[config.mk]
export PLATFORM = sky130hd
export DESIGN_NAME = bankers_safe_allocation
export DESIGN_NICKNAME = d
export VERILOG_FILES = /design/src/bsa_pkg.sv /design/src/bsa_lane.sv /design/src/bankers_safe_allocation.sv
export SDC_FILE = /design/constraint.sdc
export NUM_CORES = 1
export LEC_CHECK = 0
export BUFFER_PORTS_ARGS = -buffer_cell sky130_fd_sc_hd__buf_2
export CORE_MARGIN = 2
export CORE_UTILIZATION = 30
export CTS_BUF_LIST = sky130_fd_sc_hd__clkbuf_4 sky130_fd_sc_hd__clkbuf_8 sky130_fd_sc_hd__clkbuf_16
export DETAILED_ROUTE_END_ITERATION = 10
export HOLD_SLACK_MARGIN = 0.12
export PLACE_DENSITY_LB_ADDON = 0.08
export SLEW_MARGIN = 40
export SYNTH_ARGS = -nofsm -noshare
export SYNTH_HDL_FRONTEND = slang
export SYNTH_SLANG_ARGS = --single-unit
[constraint.sdc]
create_clock -name clock -period 5.9 [get_ports clock]
set_input_delay 0.59 -clock clock [delete_from_list [all_inputs] [get_ports clock]]
set_output_delay 0.59 -clock clock [all_outputs]
set_load 0.1 [all_outputs]
[src/bsa_pkg.sv]
// Shared constants, transaction types and count arithmetic for the safe allocation block.
package bsa_pkg;

   localparam int NUM_PROCS  = 8;
   localparam int COUNT_BITS = 8;
   localparam int NUM_RES    = 3;
   localparam int PROC_BITS  = (NUM_PROCS > 1) ? $clog2(NUM_PROCS) : 1;

   typedef logic [COUNT_BITS-1:0] count_type;
   typedef logic [PROC_BITS-1:0]  proc_idx_type;

   // request codes
   localparam logic [1:0] REQ_SET_AVAIL = 2'd0;
   localparam logic [1:0] REQ_LOAD_ROW  = 2'd1;
   localparam logic [1:0] REQ_REQUEST   = 2'd2;

   // result status codes
   localparam logic [2:0] STATUS_OK         = 3'd0;
   localparam logic [2:0] STATUS_OVER_AVAIL = 3'd1;
   localparam logic [2:0] STATUS_OVER_NEED  = 3'd2;
   localparam logic [2:0] STATUS_UNSAFE     = 3'd3;
   localparam logic [2:0] STATUS_NO_PROC    = 3'd4;

   typedef struct packed {
      logic [1:0] req_type;
      logic [2:0] process;
      logic [7:0] amount_a;
      logic [7:0] amount_b;
      logic [7:0] amount_c;
      logic [7:0] need_a;
      logic [7:0] need_b;
      logic [7:0] need_c;
   } req_item_type;

   typedef struct packed {
      logic [2:0] status;
      logic       retired;
      logic       all_done;
      logic [7:0] avail_a;
      logic [7:0] avail_b;
      logic [7:0] avail_c;
   } rsp_item_type;

   // controls broadcast from the sequencer to every resource lane
   typedef struct packed {
      logic         set_avail;
      logic         load_row;
      logic         start_trial;
      logic         take;
      logic         commit;
      logic         retire;
      logic         use_trial;
      proc_idx_type rd_idx;
      proc_idx_type wr_idx;
   } lane_ctl_type;

   // per-lane findings, merged by the sequencer
   typedef struct packed {
      logic over_avail;
      logic over_need;
      logic fits;
      logic need_zero;
   } lane_stat_type;

   function automatic count_type sat_add(input count_type a, input count_type b);
      logic [COUNT_BITS:0] s;
      s = {1'b0, a} + {1'b0, b};
      return s[COUNT_BITS] ? {COUNT_BITS{1'b1}} : s[COUNT_BITS-1:0];
   endfunction

endpackage

[src/bsa_lane.sv]
// One resource lane: available count, held and need columns, work vector entry.
module bsa_lane (
   input  logic                   clock,
   input  logic                   reset,
   input  bsa_pkg::lane_ctl_type  ctl,
   input  bsa_pkg::count_type     amount,
   input  bsa_pkg::count_type     need_val,
   output bsa_pkg::lane_stat_type stat,
   output bsa_pkg::count_type     avail_next
);

   bsa_pkg::count_type avail_ff, avail_in;
   bsa_pkg::count_type work_ff, work_in;
   bsa_pkg::count_type trial_held_ff, trial_held_in;
   bsa_pkg::count_type trial_need_ff, trial_need_in;
   bsa_pkg::count_type held_ff [bsa_pkg::NUM_PROCS];
   bsa_pkg::count_type need_ff [bsa_pkg::NUM_PROCS];

   bsa_pkg::count_type rd_held, rd_need, sel_held, sel_need, granted;

   assign rd_held  = held_ff[ctl.rd_idx];
   assign rd_need  = need_ff[ctl.rd_idx];
   // the requesting row is seen with its trial grant applied
   assign sel_held = ctl.use_trial ? trial_held_ff : rd_held;
   assign sel_need = ctl.use_trial ? trial_need_ff : rd_need;
   assign granted  = avail_ff - amount;

   assign stat.over_avail = amount > avail_ff;
   assign stat.over_need  = amount > rd_need;
   assign stat.fits       = sel_need <= work_ff;
   assign stat.need_zero  = trial_need_ff == '0;

   assign avail_next = avail_in;

   always_comb begin
      avail_in = avail_ff;
      if (ctl.set_avail) begin
         avail_in = amount;
      end else if (ctl.commit) begin
         avail_in = ctl.retire ? bsa_pkg::sat_add(granted, trial_held_ff) : granted;
      end
   end

   always_comb begin
      work_in       = work_ff;
      trial_held_in = trial_held_ff;
      trial_need_in = trial_need_ff;
      if (ctl.start_trial) begin
         work_in       = granted;
         trial_held_in = bsa_pkg::sat_add(rd_held, amount);
         trial_need_in = rd_need - amount;
      end else if (ctl.take) begin
         work_in = bsa_pkg::sat_add(work_ff, sel_held);
      end
   end

   always_ff @(posedge clock) begin
      if (reset) begin
         avail_ff <= '0;
      end else begin
         avail_ff <= avail_in;
      end
   end

   always_ff @(posedge clock) begin
      work_ff       <= work_in;
      trial_held_ff <= trial_held_in;
      trial_need_ff <= trial_need_in;
      if (ctl.load_row) begin
         held_ff[ctl.wr_idx] <= amount;
         need_ff[ctl.wr_idx] <= need_val;
      end else if (ctl.commit) begin
         held_ff[ctl.wr_idx] <= trial_held_ff;
         need_ff[ctl.wr_idx] <= trial_need_ff;
      end
   end

endmodule

[src/bankers_safe_allocation.sv]
// Safe resource allocation with a sequential safety scan over three resource lanes.
// One transaction is worked at a time. Set-available, load-row, unused codes and requests
// refused on range, finished process, available or need go from accept through CHECK and
// DONE to the result. A request that reaches the safety check passes CHECK, SCAN, VERDICT
// and DONE; the scan visits one process row per cycle, all three resource lanes compare and
// accumulate side by side, for NUM_PROCS passes. A finished result sits in the output
// register and a new transaction is taken while it waits; the result stage holds only
// when a result is due and the previous one is still stalled.
module bankers_safe_allocation (
   input  logic                  clock,
   input  logic                  reset,
   input  logic                  req_valid,
   output logic                  req_stall,
   input  bsa_pkg::req_item_type req_data,
   output logic                  rsp_valid,
   input  logic                  rsp_stall,
   output bsa_pkg::rsp_item_type rsp_data
);

   localparam logic [2:0] ST_IDLE    = 3'd0;
   localparam logic [2:0] ST_CHECK   = 3'd1;
   localparam logic [2:0] ST_SCAN    = 3'd2;
   localparam logic [2:0] ST_VERDICT = 3'd3;
   localparam logic [2:0] ST_DONE    = 3'd4;

   localparam bsa_pkg::proc_idx_type LAST_IDX =
      bsa_pkg::proc_idx_type'(bsa_pkg::NUM_PROCS - 1);

   logic [2:0] state_ff, state_in;
   logic [2:0] status_ff, status_in;
   bsa_pkg::proc_idx_type visit_ff, visit_in, pass_ff, pass_in;
   logic [bsa_pkg::NUM_PROCS-1:0] mark_ff, mark_in, finished_ff, finished_in;
   bsa_pkg::req_item_type item_ff;
   bsa_pkg::rsp_item_type rsp_ff, rsp_in;
   logic rsp_valid_ff, rsp_valid_in;

   bsa_pkg::lane_ctl_type  ctl;
   bsa_pkg::lane_stat_type lane_stat [bsa_pkg::NUM_RES];
   bsa_pkg::count_type     lane_amount [bsa_pkg::NUM_RES];
   bsa_pkg::count_type     lane_need [bsa_pkg::NUM_RES];
   bsa_pkg::count_type     lane_avail [bsa_pkg::NUM_RES];

   logic [bsa_pkg::NUM_RES-1:0] over_avail_vec, over_need_vec, fits_vec, zero_vec;
   bsa_pkg::proc_idx_type p_idx;
   logic in_range, active, take, out_free, accept;

   assign accept    = req_valid && !req_stall;
   assign req_stall = state_ff != ST_IDLE;
   assign out_free  = !rsp_valid_ff || !rsp_stall;
   assign rsp_valid = rsp_valid_ff;
   assign rsp_data  = rsp_ff;

   assign p_idx    = bsa_pkg::proc_idx_type'(item_ff.process);
   assign in_range = 32'(item_ff.process) < bsa_pkg::NUM_PROCS;

   assign lane_amount[0] = bsa_pkg::count_type'(item_ff.amount_a);
   assign lane_amount[1] = bsa_pkg::count_type'(item_ff.amount_b);
   assign lane_amount[2] = bsa_pkg::count_type'(item_ff.amount_c);
   assign lane_need[0]   = bsa_pkg::count_type'(item_ff.need_a);
   assign lane_need[1]   = bsa_pkg::count_type'(item_ff.need_b);
   assign lane_need[2]   = bsa_pkg::count_type'(item_ff.need_c);

   for (genvar r = 0; r < bsa_pkg::NUM_RES; r++) begin : g_lane
      bsa_lane u_lane (
         .clock      (clock),
         .reset      (reset),
         .ctl        (ctl),
         .amount     (lane_amount[r]),
         .need_val   (lane_need[r]),
         .stat       (lane_stat[r]),
         .avail_next (lane_avail[r])
      );
      assign over_avail_vec[r] = lane_stat[r].over_avail;
      assign over_need_vec[r]  = lane_stat[r].over_need;
      assign fits_vec[r]       = lane_stat[r].fits;
      assign zero_vec[r]       = lane_stat[r].need_zero;
   end

   // merge: a row is taken only when every lane fits
   assign active = !mark_ff[visit_ff] && !finished_ff[visit_ff];
   assign take   = (state_ff == ST_SCAN) && active && (&fits_vec);

   always_comb begin
      state_in    = state_ff;
      status_in   = status_ff;
      visit_in    = visit_ff;
      pass_in     = pass_ff;
      mark_in     = mark_ff;
      finished_in = finished_ff;

      ctl             = '0;
      ctl.take        = take;
      ctl.rd_idx      = (state_ff == ST_SCAN) ? visit_ff : p_idx;
      ctl.wr_idx      = p_idx;
      ctl.use_trial   = (state_ff == ST_SCAN) && (visit_ff == p_idx);

      unique case (state_ff)
         ST_IDLE: begin
            if (accept) begin
               state_in = ST_CHECK;
            end
         end
         ST_CHECK: begin
            status_in = bsa_pkg::STATUS_OK;
            state_in  = ST_DONE;
            if (item_ff.req_type == bsa_pkg::REQ_LOAD_ROW) begin
               if (!in_range) begin
                  status_in = bsa_pkg::STATUS_NO_PROC;
               end
            end else if (item_ff.req_type == bsa_pkg::REQ_REQUEST) begin
               priority if (!in_range || finished_ff[p_idx]) begin
                  status_in = bsa_pkg::STATUS_NO_PROC;
               end else if (|over_avail_vec) begin
                  status_in = bsa_pkg::STATUS_OVER_AVAIL;
               end else if (|over_need_vec) begin
                  status_in = bsa_pkg::STATUS_OVER_NEED;
               end else begin
                  ctl.start_trial = 1'b1;
                  mark_in         = '0;
                  visit_in        = '0;
                  pass_in         = '0;
                  state_in        = ST_SCAN;
               end
            end
         end
         ST_SCAN: begin
            if (take) begin
               mark_in[visit_ff] = 1'b1;
            end
            if (visit_ff == LAST_IDX) begin
               visit_in = '0;
               if (pass_ff == LAST_IDX) begin
                  state_in = ST_VERDICT;
               end else begin
                  pass_in = pass_ff + 1'b1;
               end
            end else begin
               visit_in = visit_ff + 1'b1;
            end
         end
         ST_VERDICT: begin
            if (|(~mark_ff & ~finished_ff)) begin
               status_in = bsa_pkg::STATUS_UNSAFE;
            end
            state_in = ST_DONE;
         end
         ST_DONE: begin
            // apply all updates in the cycle the result is loaded
            if (out_free) begin
               ctl.set_avail = item_ff.req_type == bsa_pkg::REQ_SET_AVAIL;
               ctl.load_row  = (item_ff.req_type == bsa_pkg::REQ_LOAD_ROW)
                               && (status_ff == bsa_pkg::STATUS_OK);
               ctl.commit    = (item_ff.req_type == bsa_pkg::REQ_REQUEST)
                               && (status_ff == bsa_pkg::STATUS_OK);
               ctl.retire    = ctl.commit && (&zero_vec);
               if (ctl.load_row) begin
                  finished_in[p_idx] = 1'b0;
               end
               if (ctl.retire) begin
                  finished_in[p_idx] = 1'b1;
               end
               state_in = ST_IDLE;
            end
         end
         default: begin
            state_in = ST_IDLE;
         end
      endcase
   end

   always_comb begin
      rsp_in          = rsp_ff;
      rsp_valid_in    = rsp_valid_ff && rsp_stall;
      if ((state_ff == ST_DONE) && out_free) begin
         rsp_valid_in     = 1'b1;
         rsp_in.status    = status_ff;
         rsp_in.retired   = ctl.retire;
         rsp_in.all_done  = &finished_in;
         rsp_in.avail_a   = 8'(lane_avail[0]);
         rsp_in.avail_b   = 8'(lane_avail[1]);
         rsp_in.avail_c   = 8'(lane_avail[2]);
      end
   end

   always_ff @(posedge clock) begin
      if (reset) begin
         state_ff     <= ST_IDLE;
         finished_ff  <= '1;
         rsp_valid_ff <= 1'b0;
      end else begin
         state_ff     <= state_in;
         finished_ff  <= finished_in;
         rsp_valid_ff <= rsp_valid_in;
      end
   end

   always_ff @(posedge clock) begin
      status_ff <= status_in;
      visit_ff  <= visit_in;
      pass_ff   <= pass_in;
      mark_ff   <= mark_in;
      rsp_ff    <= rsp_in;
      if (accept) begin
         item_ff <= req_data;
      end
   end

endmodule
==> results.cfg <==
[power]
combinationalPowerShare_pct = 11.7
ir_drop_mv = 0.152
cellPowerDensity_mw_per_mm2 = 300
p_int_mw = 7.80
power.leakage_nw = 12.4
p_sw_mw = 2.49
seqPwrFrac_pct = 45.6
switching_share_pct = 24.2
power.share.clock_pct = 42.7

[clock_tree]
path_clk_slew_ns = 0.05
post-cts-setup-buffers = 0
htree_levels = 3
cts_num_sinks = 591
clock_path_buffers = 3
ctsResizeCount = 0
numCtsBuffers = 71
cts_tree = done
clk_latency_ns = 0.62
clockRootBuffer = clkbuf_16

[synth]
avgSynthCellArea_um2 = 14.2
synth_area_mm2 = 0.0290
synth.most_common_cell = edfxtp_1
synth-async-reset-ratio_pct = 0
synth-edff-count = 555
yosysSeqAreaShare_pct = 59.9
yosys.area.top_type = edfxtp_1
synth-seq-cells = 591
yosysTopAreaCellShare_pct = 57.4
synthFlopType = edfxtp_1
synth_cell_types = 70
synth_cells = 2038
yosys-top-cells-area = edfxtp_1 57%, mux4_2 7.7%, ha_1 6.4%, mux2_2 3.8%, dfxtp_1 2.5%
ys_top_cells_by_count = 555 x edfxtp_1, 162 x nand2_1, 148 x ha_1, 100 x nor2_1
syn-num-nets = 2258
yosys_warnings = 0

[routing]
drt_pass1_iterations = 5
ant_nets = 0
wl_mm = 86.8
drtIter0Drc = 1624
drt-wirelength-per-cell_um = 24.3
vias = 17900
drc = 0
viasPerCell = 5.02

[setup_path]
critPathKind = flop to flop
worstPathRequired_ns = 6.27
endpoint_kind = flop
crit_path_end = g_lane[0].u_lane.work_ff[6]$_DFFE_PP_
start_kind = flop
worstPathArrival_ns = 5.69
crit_start = state_ff[1]$_SDFFE_PP0P_
worstPathMaxFanout = 24
r2r_slack_ns = 0.58
r2r_end = g_lane[0].u_lane.work_ff[6]$_DFFE_PP_
r2r-start = state_ff[1]$_SDFFE_PP0P_
worst_r2r_path_depth = 15

[worst_hold_path]
hold_path_class = input port to flop

[layout]
nNetsFinal = 2457
fin_util_pct = 35.7
area_growth_pct = 18.4
drive_gt1_share_pct = 21.7
instances_no_fill = 3568
n_fill_cell = 9296
fin_area_mm2 = 0.0343

[timing]
skew_ns = 0.0183
period_share_pct = 90.2
final-hold-violation-count = 0
finalMaxSlewViolations = 0
fin_crit_ns = 5.32
holdWs_ns = 0.169
fin_tns_setup_ns = 0
clock.fmax_mhz = 188
relSlewSlack_pct = 41.0
rsz0062_at_grt = false
finalSetupViolCount = 0
max_slew.worst_pin.slew_ns = 0.863

[grt]
grt_pass1_vias = 18300
grt_util_all_layers_pct = 17.6
antenna_found_initial = 3
grt_pass1_wl_mm = 126
grt_max_degree = 69
overflow = 0

[die]
initial_utilization_pct = 30.1
chipHeight_um = 315
placementRows = 114
dieArea_mm2 = 0.0992
pin_count = 88
die_w_um = 315
core-area_mm2 = 0.0963

[placed_design]
place_area_mm2 = 0.0315
hpwl_mm = 59.4
dp_cells = 3391
io_buffers = 87
gp_congestion = 0.826

[run_status]
outcome = completed

[run]
maxCapViolCount = 0
logic make-up (layout without fill, tap and decap cells):
| family | count (synthesis) | count (layout) | share of synthesized area [%] |
|---|---|---|---|
| AND/OR/NAND/NOR | 437 | 437 | 7.12 |
| flip-flops | 591 | 591 | 59.9 |
| adder cells (fa/ha/maj) | 163 | 163 | 7.42 |
| XOR/XNOR | 79 | 79 | 2.38 |
| multiplexers | 228 | 228 | 12.6 |
| AO/OA/AOI/OAI | 373 | 373 | 8.22 |
| buffers and inverters | 167 | 420 | 2.39 |
| other | 0 | 1 | 0 |
flip-flops by register name, summed over array words and instances, names as in the netlist:
name / count
g_lane.u_lane.held_ff: 192
status_ff: 3
visit_ff: 3
g_lane.u_lane.trial_held_ff: 24
g_lane.u_lane.work_ff: 24
g_lane.u_lane.avail_ff: 24
mark_ff: 8
g_lane.u_lane.need_ff: 192
item_ff: 50
state_ff: 3
g_lane.u_lane.trial_need_ff: 24
pass_ff: 3
p_idx: 3
finished_ff: 8
rsp_valid: 1
rsp_data: 29
through the flow:
step                power [mW]  setup WS, ns
CTS                       10.4         0.509
floorplan                 5.61         0.160
finish                    10.3         0.576
global route              10.7         0.214
global placement          5.96         0.397
detailed placement        5.97         0.546
worst max-delay path, cell delays in order, from the launching register on:
cell,delay [ns]
dfxtp_1,0.47
nor3b_4,0.42
mux2i_4,0.32
buf_12,0.25
buf_4,0.37
mux4_2,0.56
mux2_2,0.31
mux2_2,0.28
ha_1,0.23
fa_1,0.45
a21o_1,0.18
a21oi_1,0.28
o21ai_0,0.14
a31o_2,0.30
nand3b_1,0.19
mux2_2,0.27
cell usage in the layout, fill, tap and decap left out, types with 10 or more instances in the layout:
master         count
edfxtp_1         555
nand2_1          162
ha_1             148
mux4_2            99
inv_1             98
mux2_2            98
nor2_1            95
buf_2             87
a21oi_1           85
clkbuf_16         71
o21ai_0           70
xnor2_1           49
dlygate4sd3_1     49
buf_4             40
dfxtp_1           36
nor3_1            34
a21o_1            33
xor2_1            30
mux2i_1           29
o22ai_1           27
o21ai_1           24
nor2b_1           24
nand2b_1          22
clkbuf_4          18
a211oi_1          17
o21bai_1          16
buf_12            16
fa_1              15
nand3_1           14
clkinv_2          14
and3_1            13
nor4_1            12
a31oi_1           12
a22oi_1           12
o21a_1            11
nand4_1           10
cell type report:
cell class	count	area [um^2]	area share (%)
Antenna cell	1	2.50	0.00729
Clock buffer	91	1940	5.65
Clock inverter	36	388	1.13
Inverter	100	375	1.09
Multi-Input combinational cell	1280	11100	32.3
Sequential cell	591	17400	50.6
Tap cell	1276	1600	4.65
Timing Repair Buffer	193	1560	4.54
repair_timing:
action / CTS / global route
hold buffers: 49 / 0
hold endpoints to repair: 49 / 0
setup endpoints to repair: 0 / 0
layer usage:
| layer | track usage (%) | routed length, um | part of all wire (%) | up-vias |
|---|---|---|---|---|
| li1 | - | - | - | 8294 |
| met2 | 26.4 | 37900 | 44 | 420 |
| met4 | 5.39 | 2160 | 2.5 | 0 |
| met1 | 26.0 | 42400 | 49 | 9085 |
| met5 | 0 | 0 | 0 | - |
| met3 | 2.76 | 4280 | 4.9 | 116 |
worst min path at each step:
| stage | startpoint | endpoint | slack, ns | cells past startpoint |
|---|---|---|---|---|
| finish | req_data[24] | item_ff[24]$_DFFE_PP_ | 0.17 | 1 |
| global route | req_data[17] | item_ff[17]$_DFFE_PP_ | 0.13 | 1 |
| floorplan | status_ff[2]$_SDFFCE_PP0P_ | rsp_data[28]$_DFFE_PP_ | 0.47 | 0 |
| detailed placement | status_ff[1]$_SDFFCE_PP1P_ | rsp_data[27]$_DFFE_PP_ | 0.51 | 0 |
| global placement | status_ff[2]$_SDFFCE_PP0P_ | rsp_data[28]$_DFFE_PP_ | 0.51 | 0 |
| CTS | req_data[24] | item_ff[24]$_DFFE_PP_ | 0.12 | 1 |
power groups by stage:
stage               registers (mW)  logic, mW  clock network (mW)
floorplan                     4.80      0.814                   0
global placement              4.79       1.17                   0
detailed placement            4.78       1.18                   0
CTS                           4.70       1.22                4.53
global route                  4.70       1.34                4.69
finish                        4.70       1.21                4.39
(Power assumes the default switching activity.)
